[src/sv/mplt_pkg.sv]
// shared types and constants for the mac to phy link table
package mplt_pkg;

  localparam int DEST_ENTRIES_DEF = 16;
  localparam int PIPE_ENTRIES_DEF = 4;
  localparam logic [7:0] MAX_SEND_LEN = 8'd30;
  localparam logic [7:0] MAX_DRAWS = 8'd255;
  localparam logic [7:0] LFSR_TAPS = 8'hB8;

  localparam logic [0:0] CMD_RX = 1'b0;
  localparam logic [0:0] CMD_TX = 1'b1;

  localparam logic [0:0] REG_MY_MAC = 1'b0;
  localparam logic [0:0] REG_SEED = 1'b1;

  typedef struct packed {
    logic [0:0] cmd;
    logic [7:0] peer_mac;
    logic [7:0] rx_reply_phy;
    logic [7:0] length;
  } in_item_t;

  typedef struct packed {
    logic       accepted;
    logic       learned;
    logic [7:0] source_mac;
    logic [7:0] dest_phy;
    logic       ack_enable;
    logic [7:0] reply_phy;
    logic       pipe_opened;
    logic [2:0] pipe_number;
    logic [7:0] payload_len;
  } out_item_t;

  typedef enum logic [2:0] {
    ST_IDLE,
    ST_DSCAN,
    ST_PSCAN,
    ST_DRAW,
    ST_CHECK,
    ST_FINISH,
    ST_OUT
  } state_t;

  // controller to datapath
  typedef struct packed {
    logic load;
    logic dscan_clr;
    logic dscan_step;
    logic pscan_clr;
    logic pscan_step;
    logic draw;
    logic chk_clr;
    logic chk_step;
    logic finish;
    logic out_load;
  } cmd_t;

  // datapath to controller
  typedef struct packed {
    logic is_rx;
    logic too_long;
    logic bcast;
    logic dscan_done;
    logic pscan_done;
    logic need_alloc;
    logic cand_bad;
    logic chk_done;
    logic chk_hit;
    logic draws_left;
  } status_t;

  function automatic logic [7:0] lfsr_next(input logic [7:0] v);
    logic [7:0] s;
    s = {1'b0, v[7:1]};
    if (v[0]) s = s ^ LFSR_TAPS;
    return s;
  endfunction

endpackage

[src/sv/mplt_if.sv]
// valid/ready channel carrying one item
interface mplt_if #(parameter type item_t = logic) (input logic clk);
  logic  valid;
  logic  ready;
  item_t data;
  modport source (output valid, output data, input ready);
  modport sink (input valid, input data, output ready);
endinterface

[src/sv/mac_to_phy_link_table_top.sv]
// top level of the mac to phy link table
//
// channel   dir  handshake      payload
// in_ch     in   valid/ready    cmd, peer_mac, rx_reply_phy, length
// out_ch    out  valid/ready    accepted ... payload_len
// cfg       in   cfg_we only    cfg_index, cfg_data
//
// one item at a time: accept, walk the learned table (up to DEST_ENTRIES rows), then finish
// and output; a send that is too long or broadcast skips the walks, and any other send
// adds a walk of the pipe table and, when it must open a pipe, lfsr draws, each rejected
// at once if bad or else checked against both tables on the single compare unit
// (255 draws max)
// rst is synchronous and clears counts, lfsr (to 1) and my_mac (to 1)
// the result register holds until taken; a new item is taken after delivery
module mac_to_phy_link_table_top #(
  parameter int DEST_ENTRIES = mplt_pkg::DEST_ENTRIES_DEF,
  parameter int PIPE_ENTRIES = mplt_pkg::PIPE_ENTRIES_DEF
) (
  input logic       clk,
  input logic       rst,
  input logic       cfg_we,
  input logic [0:0] cfg_index,
  input logic [7:0] cfg_data,
  mplt_if.sink      in_ch,
  mplt_if.source    out_ch
);
  import mplt_pkg::*;

  cmd_t    cmd;
  status_t st;

  // controller: state machine only
  mplt_ctrl u_ctrl (
    .clk(clk), .rst(rst),
    .in_valid(in_ch.valid), .in_ready(in_ch.ready),
    .out_valid(out_ch.valid), .out_ready(out_ch.ready),
    .st(st), .cmd(cmd)
  );

  // datapath: tables, lfsr, compare unit, result register
  mplt_dp #(.DEST_ENTRIES(DEST_ENTRIES), .PIPE_ENTRIES(PIPE_ENTRIES)) u_dp (
    .clk(clk), .rst(rst),
    .cfg_we(cfg_we), .cfg_index(cfg_index), .cfg_data(cfg_data),
    .in_item(in_ch.data), .cmd(cmd), .st(st), .out_item(out_ch.data)
  );
endmodule

[src/sv/mplt_ctrl.sv]
// sequencer for table scans and pipe allocation
module mplt_ctrl (
  input  logic              clk,
  input  logic              rst,
  input  logic              in_valid,
  output logic              in_ready,
  output logic              out_valid,
  input  logic              out_ready,
  input  mplt_pkg::status_t st,
  output mplt_pkg::cmd_t    cmd
);
  import mplt_pkg::*;

  state_t state, state_next;

  always_ff @(posedge clk) begin
    if (rst) state <= ST_IDLE;
    else state <= state_next;
  end

  always_comb begin
    state_next = state;
    cmd = '0;
    in_ready = 1'b0;
    out_valid = 1'b0;
    case (state)
      ST_IDLE: begin
        in_ready = 1'b1;
        if (in_valid) begin
          cmd.load = 1'b1;
          cmd.dscan_clr = 1'b1;
          state_next = ST_DSCAN;
        end
      end
      ST_DSCAN: begin
        if (st.is_rx || (!st.too_long && !st.bcast)) begin
          if (st.dscan_done) begin
            cmd.pscan_clr = 1'b1;
            state_next = st.is_rx ? ST_FINISH : ST_PSCAN;
          end else cmd.dscan_step = 1'b1;
        end else state_next = ST_FINISH;
      end
      ST_PSCAN: begin
        if (st.pscan_done) state_next = st.need_alloc ? ST_DRAW : ST_FINISH;
        else cmd.pscan_step = 1'b1;
      end
      ST_DRAW: begin
        if (!st.draws_left) state_next = ST_FINISH;
        else begin
          cmd.draw = 1'b1;
          cmd.chk_clr = 1'b1;
          state_next = ST_CHECK;
        end
      end
      ST_CHECK: begin
        if (st.cand_bad || st.chk_hit) state_next = ST_DRAW;
        else if (st.chk_done) state_next = ST_FINISH;
        else cmd.chk_step = 1'b1;
      end
      ST_FINISH: begin
        cmd.finish = 1'b1;
        cmd.out_load = 1'b1;
        state_next = ST_OUT;
      end
      ST_OUT: begin
        out_valid = 1'b1;
        if (out_ready) state_next = ST_IDLE;
      end
      default: state_next = ST_IDLE;
    endcase
  end
endmodule

[src/sv/mplt_dp.sv]
// tables, lfsr, scan counters and result register
module mplt_dp #(
  parameter int DEST_ENTRIES = mplt_pkg::DEST_ENTRIES_DEF,
  parameter int PIPE_ENTRIES = mplt_pkg::PIPE_ENTRIES_DEF
) (
  input  logic                clk,
  input  logic                rst,
  input  logic                cfg_we,
  input  logic [0:0]          cfg_index,
  input  logic [7:0]          cfg_data,
  input  mplt_pkg::in_item_t  in_item,
  input  mplt_pkg::cmd_t      cmd,
  output mplt_pkg::status_t   st,
  output mplt_pkg::out_item_t out_item
);
  import mplt_pkg::*;

  localparam int DW = (DEST_ENTRIES > 1) ? $clog2(DEST_ENTRIES) : 1;
  localparam int DCW = $clog2(DEST_ENTRIES + 1);
  localparam int PW = (PIPE_ENTRIES > 1) ? $clog2(PIPE_ENTRIES) : 1;
  localparam int PCW = $clog2(PIPE_ENTRIES + 1);
  localparam int SCW = $clog2(DEST_ENTRIES + PIPE_ENTRIES + 1);

  logic [7:0] dest_mac_col [DEST_ENTRIES];
  logic [7:0] dest_phy_col [DEST_ENTRIES];
  logic [7:0] pipe_mac_col [PIPE_ENTRIES];
  logic [7:0] pipe_phy_col [PIPE_ENTRIES];
  logic [DCW-1:0] dest_count;
  logic [PCW-1:0] pipe_count;
  logic [7:0] my_mac, lfsr_value;

  in_item_t item;
  logic [DCW-1:0] di;
  logic [PCW-1:0] pi;
  logic [SCW-1:0] ci;
  logic dhit, phit;
  logic [7:0] dphy, pphy;
  logic [7:0] draws;
  logic found;

  logic [7:0] dm, dp, pm, pp;
  logic [SCW-1:0] ci_p;
  logic chk_in_dest;

  assign dm = dest_mac_col[di[DW-1:0]];
  assign dp = dest_phy_col[di[DW-1:0]];
  assign pm = pipe_mac_col[pi[PW-1:0]];
  assign pp = pipe_phy_col[pi[PW-1:0]];
  assign ci_p = ci - SCW'(DEST_ENTRIES);
  assign chk_in_dest = ci < SCW'(DEST_ENTRIES);

  logic [7:0] cm, cp;
  always_comb begin
    if (chk_in_dest) begin
      cm = dest_mac_col[ci[DW-1:0]];
      cp = dest_phy_col[ci[DW-1:0]];
    end else begin
      cm = pipe_mac_col[ci_p[PW-1:0]];
      cp = pipe_phy_col[ci_p[PW-1:0]];
    end
  end

  logic chk_valid;
  assign chk_valid = chk_in_dest ? (ci < SCW'(dest_count))
                                 : (ci_p < SCW'(pipe_count));

  always_comb begin
    st.is_rx = item.cmd == CMD_RX;
    st.too_long = item.length > MAX_SEND_LEN;
    st.bcast = item.peer_mac == 8'd0;
    st.dscan_done = dhit || di >= dest_count;
    st.pscan_done = phit || pi >= pipe_count;
    st.need_alloc = !phit && pipe_count < PCW'(PIPE_ENTRIES);
    st.cand_bad = lfsr_value == 8'd0 || lfsr_value == 8'd255 || lfsr_value == my_mac;
    st.chk_done = ci >= SCW'(DEST_ENTRIES + PIPE_ENTRIES);
    st.chk_hit = !st.chk_done && chk_valid && (cm == lfsr_value || cp == lfsr_value);
    st.draws_left = draws != 8'd0;
  end

  always_ff @(posedge clk) begin
    if (rst) begin
      my_mac <= 8'd1;
      lfsr_value <= 8'd1;
      dest_count <= '0;
      pipe_count <= '0;
    end else begin
      if (cfg_we && cfg_index == REG_MY_MAC) my_mac <= cfg_data;
      if (cfg_we && cfg_index == REG_SEED) lfsr_value <= cfg_data;
      else if (cmd.draw) lfsr_value <= lfsr_next(lfsr_value);
      if (cmd.finish) begin
        if (item.cmd == CMD_RX) begin
          if (item.peer_mac != item.rx_reply_phy && !dhit
              && dest_count < DCW'(DEST_ENTRIES)) begin
            dest_mac_col[dest_count[DW-1:0]] <= item.peer_mac;
            dest_phy_col[dest_count[DW-1:0]] <= item.rx_reply_phy;
            dest_count <= dest_count + 1'b1;
          end
        end else if (found) begin
          pipe_mac_col[pipe_count[PW-1:0]] <= item.peer_mac;
          pipe_phy_col[pipe_count[PW-1:0]] <= lfsr_value;
          pipe_count <= pipe_count + 1'b1;
        end
      end
    end
  end

  // scan state
  always_ff @(posedge clk) begin
    if (cmd.load) begin
      item <= in_item;
      draws <= MAX_DRAWS;
      found <= 1'b0;
    end
    if (cmd.dscan_clr) begin
      di <= '0;
      dhit <= 1'b0;
    end else if (cmd.dscan_step) begin
      if (dm == item.peer_mac) begin
        dhit <= 1'b1;
        dphy <= dp;
      end else di <= di + 1'b1;
    end
    if (cmd.pscan_clr) begin
      pi <= '0;
      phit <= 1'b0;
    end else if (cmd.pscan_step) begin
      if (pm == item.peer_mac) begin
        phit <= 1'b1;
        pphy <= pp;
      end else pi <= pi + 1'b1;
    end
    if (cmd.draw) draws <= draws - 1'b1;
    if (cmd.chk_clr) ci <= '0;
    else if (cmd.chk_step) begin
      ci <= ci + 1'b1;
      if (ci == SCW'(DEST_ENTRIES + PIPE_ENTRIES - 1)) found <= 1'b1;
    end
  end

  // result assembly
  out_item_t out_next;
  always_comb begin
    out_next = '0;
    if (item.cmd == CMD_RX) begin
      out_next.accepted = 1'b1;
      out_next.learned = item.peer_mac != item.rx_reply_phy && !dhit
                         && dest_count < DCW'(DEST_ENTRIES);
      out_next.source_mac = item.peer_mac;
      out_next.payload_len = item.length - 8'd2;
    end else if (!(item.length > MAX_SEND_LEN)) begin
      out_next.accepted = 1'b1;
      out_next.source_mac = my_mac;
      out_next.payload_len = item.length + 8'd2;
      out_next.reply_phy = my_mac;
      if (item.peer_mac != 8'd0) begin
        out_next.dest_phy = dhit ? dphy : item.peer_mac;
        out_next.ack_enable = dhit;
        if (phit) out_next.reply_phy = pphy;
        else if (found) begin
          out_next.reply_phy = lfsr_value;
          out_next.pipe_opened = 1'b1;
          out_next.pipe_number = 3'(pipe_count) + 3'd2;
        end
      end
    end
  end

  always_ff @(posedge clk) begin
    if (cmd.out_load) out_item <= out_next;
  end
endmodule
[src/flat_wrapper.sv]
// flat-port wrapper written by rule: the top's interface ports become plain ports
module mac_to_phy_link_table_top_flat import mplt_pkg::*;
#(
  parameter int DEST_ENTRIES = mplt_pkg::DEST_ENTRIES_DEF,
  parameter int PIPE_ENTRIES = mplt_pkg::PIPE_ENTRIES_DEF
)
  (clk, rst, cfg_we, cfg_index, cfg_data, in_ch_valid, in_ch_data, in_ch_ready, out_ch_valid, out_ch_data, out_ch_ready);
  mplt_if in_ch_i (.clk(clk));
  mplt_if out_ch_i (.clk(clk));
  input logic clk;
  input logic rst;
  input logic cfg_we;
  input logic [0:0] cfg_index;
  input logic [7:0] cfg_data;
  input wire logic [$bits(in_ch_i.valid)-1:0] in_ch_valid;
  input wire logic [$bits(in_ch_i.data)-1:0] in_ch_data;
  output wire logic [$bits(in_ch_i.ready)-1:0] in_ch_ready;
  output wire logic [$bits(out_ch_i.valid)-1:0] out_ch_valid;
  output wire logic [$bits(out_ch_i.data)-1:0] out_ch_data;
  input wire logic [$bits(out_ch_i.ready)-1:0] out_ch_ready;
  assign in_ch_i.valid = in_ch_valid;
  assign in_ch_i.data = in_ch_data;
  assign in_ch_ready = in_ch_i.ready;
  assign out_ch_valid = out_ch_i.valid;
  assign out_ch_data = out_ch_i.data;
  assign out_ch_i.ready = out_ch_ready;
  mac_to_phy_link_table_top #(.DEST_ENTRIES(DEST_ENTRIES), .PIPE_ENTRIES(PIPE_ENTRIES)) u_core (.clk(clk), .rst(rst), .cfg_we(cfg_we), .cfg_index(cfg_index), .cfg_data(cfg_data), .in_ch(in_ch_i), .out_ch(out_ch_i));
endmodule
[config.mk]
export PLATFORM = sky130hd
export DESIGN_NAME = mac_to_phy_link_table_top_flat
export DESIGN_NICKNAME = d
export VERILOG_FILES = /design/src/sv/mplt_pkg.sv /design/src/sv/mplt_if.sv /design/src/sv/mac_to_phy_link_table_top.sv /design/src/sv/mplt_ctrl.sv /design/src/sv/mplt_dp.sv /design/src/flat_wrapper.sv
export SDC_FILE = /design/constraint.sdc
export NUM_CORES = 1
export LEC_CHECK = 0
export ABC_AREA = 0
export BUFFER_PORTS_ARGS = -buffer_cell sky130_fd_sc_hd__clkbuf_2
export CORE_MARGIN = 1.5
export CORE_UTILIZATION = 42
export DETAILED_ROUTE_END_ITERATION = 8
export PLACE_DENSITY_LB_ADDON = 0.05
export SLEW_MARGIN = 20
export SYNTH_ARGS = -nofsm -noshare
export SYNTH_HDL_FRONTEND = slang
export SYNTH_HIERARCHICAL = 1
export SYNTH_SLANG_ARGS = --single-unit
[constraint.sdc]
create_clock -name clk -period 12.49 [get_ports clk]
set_clock_uncertainty 0.1 [all_clocks]
set_input_delay 2.498 -clock clk [delete_from_list [all_inputs] [get_ports clk]]
set_output_delay 2.498 -clock clk [all_outputs]
set_load 0.02 [all_outputs]
# Word-level counts from Yosys, hierarchy flattened
# Index checks and enable logic that the tools add are counted.
# W data, S select, Z words.
# word_totals
output_inout_bits,3
regBits,44
inputBits,15
# op_classes
mux,32
bitwise_logic,4
n_addsub,6
n_reduce_logical,23
magnitude_cmp,6
n_eq_ne,15
# ops
op,n
$mux W8,7
$eq A8 B8 Y1,3
$mux W3,7
$pmux W3 S7,1
$logic_not A8 Y1 const A,2
$mux W1,12
$add A5 B1 Y5 const B,2
$lt A5 B1 Y1 const B,2
$mux W2,5
$eq A3 B3 Y1 const B,3
$eq A8 B8 Y1 const B,1
$logic_not A8 Y1,1
$reduce_and A2 Y1,4
$reduce_bool A8 Y1,1
$sub A8 B1 Y8 const B,1
$eq A3 B2 Y1 const B,2
$logic_or A1 B1 Y1,6
$ge A5 B1 Y1 const B,1
$ge A5 B5 Y1 const B,1
$lt A5 B5 Y1 const B,1
$reduce_and A5 Y1,1
$sub A5 B5 Y5 const B,1
$logic_and A1 B1 Y1,4
$ne A2 B1 Y1 const B,2
11 further kinds,15

# Logic depth before layout (Yosys ltp)
# logic_depth
ltp_word,8
depth_mapped,16
mapped_depth_nobuf,14

# By module
# Netlist, hierarchy kept.
# by_module_without_submodules
module,cells_each,area_per_inst_um2,n_inst,seq_area_each_um2
mplt_dp,1278,21175.3,1,13252.7
mplt_ctrl,50,367.9,1,60.1
mac_to_phy_link_table_top,1,3.8,1,0.0

# Least setup slack after synthesis
# OpenSTA, ideal clock, no wires.
# synth_timing
path_kind,input to register
start,input port rst
end,"register, netlist name u_core/u_dp/dest_mac_col[0][0]"
required_ns,11.981
t_arrival_ns,4.085
n_path_buf,1
path_stages,4
slack_ns,7.895
cell_sequence,clkbuf_1 nor2b_1 nand2_1 nor3_1
# synth_rtl
element,line_no,source
"start, declared",flat_wrapper.sv:11,input logic rst;

==> impl.org <==
** Outcome
- Run status :: finished clean

** Drt
- Remaining DRCs :: 0
- TritonRoute pass-1 iters :: 5
- Count of nets left with antenna violations after detail routing :: 0
- After detailed routing, the number of vias per cell comes to 5.52.
- WL per Instance :: 25.9 um
- Total wire length after detailed routing :: 45.4 mm
- Number of vias in the routed layout :: 9,687
- Iter 0 DRT Violations :: 661

** Final layout
- Of the cells placed in the final design, the portion with a size suffix greater than 1 is 22.7%.
- Area taken by flip-flops and latches :: 11,700 um^2
- The repair_antennas step left the layout with diodes totalling 0.
- Filler cell count :: 3,685
- Net count of the finished layout :: 1,179
- In the final layout, the multi-input gates occupy 6180 um^2.
- Area growth from synthesis to layout :: 12.8%
- Layout Cells excl Fill :: 1,756

** Place
- Port buffer count :: 17
- After detailed placement, the design holds a cell count of 1,675.
- Detailed placement ended at an HPWL of 28.5 mm.
- Final weighted congestion in routability-driven placement :: 0.747

** Floorplan
- 18 I/O pins were placed.
- Overall die area :: 44,500 um^2
- The die is 211 um tall.
- In this run the horizontal extent of the chip is 211 um.
- Once the floorplan was initialized, standard cells occupied 42.4% of the core.
- Std-Cell Core Area :: 42,900 um^2
- Number of core rows :: 76

** Global route
- First-pass GRT wire length :: 67.2 mm
- Global routing finished with a remaining overflow of 0.
- The initial antenna violation count came to 1.
- Entering global routing, the biggest net connects 42 pins.
- Global routing used 21.1% of the available tracks.
- The via count of the first global-routing pass is 9,822.

** Critical path
- Path type of the worst setup path :: register to register
- Counting stages on the worst path, the most repeated cell is mux4_2.
- Maximum fanout count along the critical path :: 41
- Together, buffers and inverters on the worst path number 1.
- Chain of cells forming the critical path :: buf_4 > mux4_2 > mux4_2 > mux2i_1 > xnor2_1 > a2111oi_0 > nand3_1 > o41ai_1 > or3_1 > nor3_1 > nand2_1 > xor2_1 > nor2_1
- Data arrival time of the worst path :: 5.37 ns
- Worst path top cell family by delay :: simple AND/OR/NAND/NOR gates
- CP Launch Type :: register
- On the critical path, the stage with the largest delay is an instance of buf_4.
- Data required time at the worst endpoint :: 12.89 ns
- Type of destination of the critical path :: register
- On the worst path, the slowest cell contributes a delay of 0.75 ns.

** Worst hold path
- Start point of the worst hold path :: u_core/u_dp/my_mac[1]
- The worst hold path belongs to the class register to register.

** Power and ir drop
- Static leakage :: 6.52 nW
- Summed over all nets, the switching power comes to 0.00113 W.
- Cell-internal power :: 0.00277 W
- Across the VDD grid, the largest voltage drop is 0.107 mV.
- Post-layout total power :: 0.00390 W
- Flop pwr share :: 44.2%
- Power spread over the standard cell area amounts to 190 nW/um^2.
- Power share of the clock group :: 33.2%
- Share of total power in combinational logic :: 22.6%
- Sw Ratio :: 28.9%

** CTS
- The tree built by TritonCTS fans out to 407 sinks.
- Clock-pin slew was measured on the worst setup and hold paths at 0.06 ns.
- Clock root buffer :: clkbuf_16
- Maximum number of buffers from clock root to sink :: 3
- Post-CTS Setup Repair Bufs :: 0
- Number of hold buffers added after cts :: 0
- H-tree depth :: 2
- Number of resized instances in the post-cts repair step :: 0
- The number of clock buffers added by TritonCTS is 45.
- Clock Latency Late Sink :: 0.57 ns
- CTS tree :: yes

** STA
- Setup repair after global routing left no endpoint under its margin.
- Setup violations remaining at the end of the flow were counted as 0.
- Static timing analysis puts the maximum clock frequency at 201 MHz.
- The max-slew violation count came to 0.
- The final hold violation count is 0.
- Slew margin rel. :: 33.7%
- After routing, the total negative slack on setup checks comes to 0 ns.
- After layout, the worst path uses 39.9% of the clock period.
- The routed design could run at a clock period as short as 4.98 ns.
- Transition time at the pin with the least slew margin :: 0.995 ns

** Logic synthesis
- The synthesized netlist occupies a cell area of 18,200 um^2.
- Averaged over all synthesized cells, the footprint is 16.5 um^2.
- Warning count from the yosys run :: 6
- Synthesis handed over a netlist of 1,101 instances.

** Run
- Max-cap violations in this run came to 0.
## cell usage in the layout (no fill, tap or decap), drive strengths merged, types with 12 or more instances in the layout
cell and n:
clkinv 19, conb 24, ha 27, xor2 21, nor3 15, clkbuf 77, dfxtp 53, xnor2 48
inv 28, a21oi 25, nand3 17, mux2i 47, nand4 12, mux4 124, edfxtp 354, buf 32
nor2 59, nand2 63
## power by group through the flow
stage / Combinational [W] / Sequential, W / Clock (W)
floorplan: 0.000681 / 0.00167 / 0
global placement: 0.000894 / 0.00175 / 0
detailed placement: 0.000895 / 0.00176 / 0
CTS: 0.000899 / 0.00173 / 0.00133
global route: 0.000953 / 0.00174 / 0.00138
finish: 0.000882 / 0.00172 / 0.00129
## per-layer routing
layer	share of wire [%]	track usage (%)	vias to the layer above
met1	47	31.0	5055
met4	2.2	5.86	0
met3	5.1	4.15	63
li1	-	-	4352
met2	46	32.3	217
met5	0	0	-
## worst paths after layout
path,end,slack (ns),depth (start not counted)
hold / removal,u_core/u_dp/my_mac[1],0.37,2
hold reg to reg,u_core/u_dp/my_mac[1],0.37,2
setup / recovery,register,7.51,13
setup reg to reg,register,7.51,13
## worst reg2reg max path, delay by kind of cell, from the launching register on
family                    cells  cell delay (ns)
and+or+nand+nor               5             1.44
muxes                         3             1.37
AOI/OAI and AO/OA             2             0.25
DFF                           1             0.68
buffers and inverters         1             0.76
xor gates and xnor gates      2             0.33
## sequential cells by signal (all words and copies together) (netlist names), named ones only
register / count
u_core/u_ctrl/state: 3
u_core/u_dp/di: 5
u_core/u_dp/dest_count: 5
u_core/u_dp/draws: 8
u_core/u_dp/ci: 5
u_core/u_dp/pi: 3
u_core/u_dp/pipe_phy_col: 32
u_core/u_dp/dest_phy_col: 128
u_core/u_dp/dest_mac_col: 128
u_core/u_dp/pipe_mac_col: 32
u_core/u_dp/dhit: 1
u_core/u_dp/found: 1
u_core/u_dp/out_item: 1
u_core/u_dp/item: 25
u_core/u_dp/lfsr_value: 8
u_core/u_dp/phit: 1
u_core/u_dp/my_mac: 8
u_core/u_dp/pipe_count: 3
## through the flow
stage / hold slack (ns) / instance area [um^2] / util, % / setup WS (ns)
global route: 0.380 / 20500 / 47.8 / 7.05
global placement: 0.362 / 19000 / 44.3 / 7.45
detailed placement: 0.362 / 19000 / 44.4 / 7.38
CTS: 0.369 / 20500 / 47.7 / 7.39
floorplan: 0.347 / 18300 / - / 7.90
finish: 0.368 / 20500 / 47.8 / 7.51
## area by class of cell
type / instances / area share, %
Clock buffer: 60 / 6.18
Sequential cell: 407 / 57.1
Tap cell: 585 / 3.57
Inverter: 29 / 0.531
Timing Repair Buffer: 49 / 1.59
Multi-Input combinational cell: 605 / 30.2
Clock inverter: 21 / 0.843
Power figures use the tool's default switching activity.
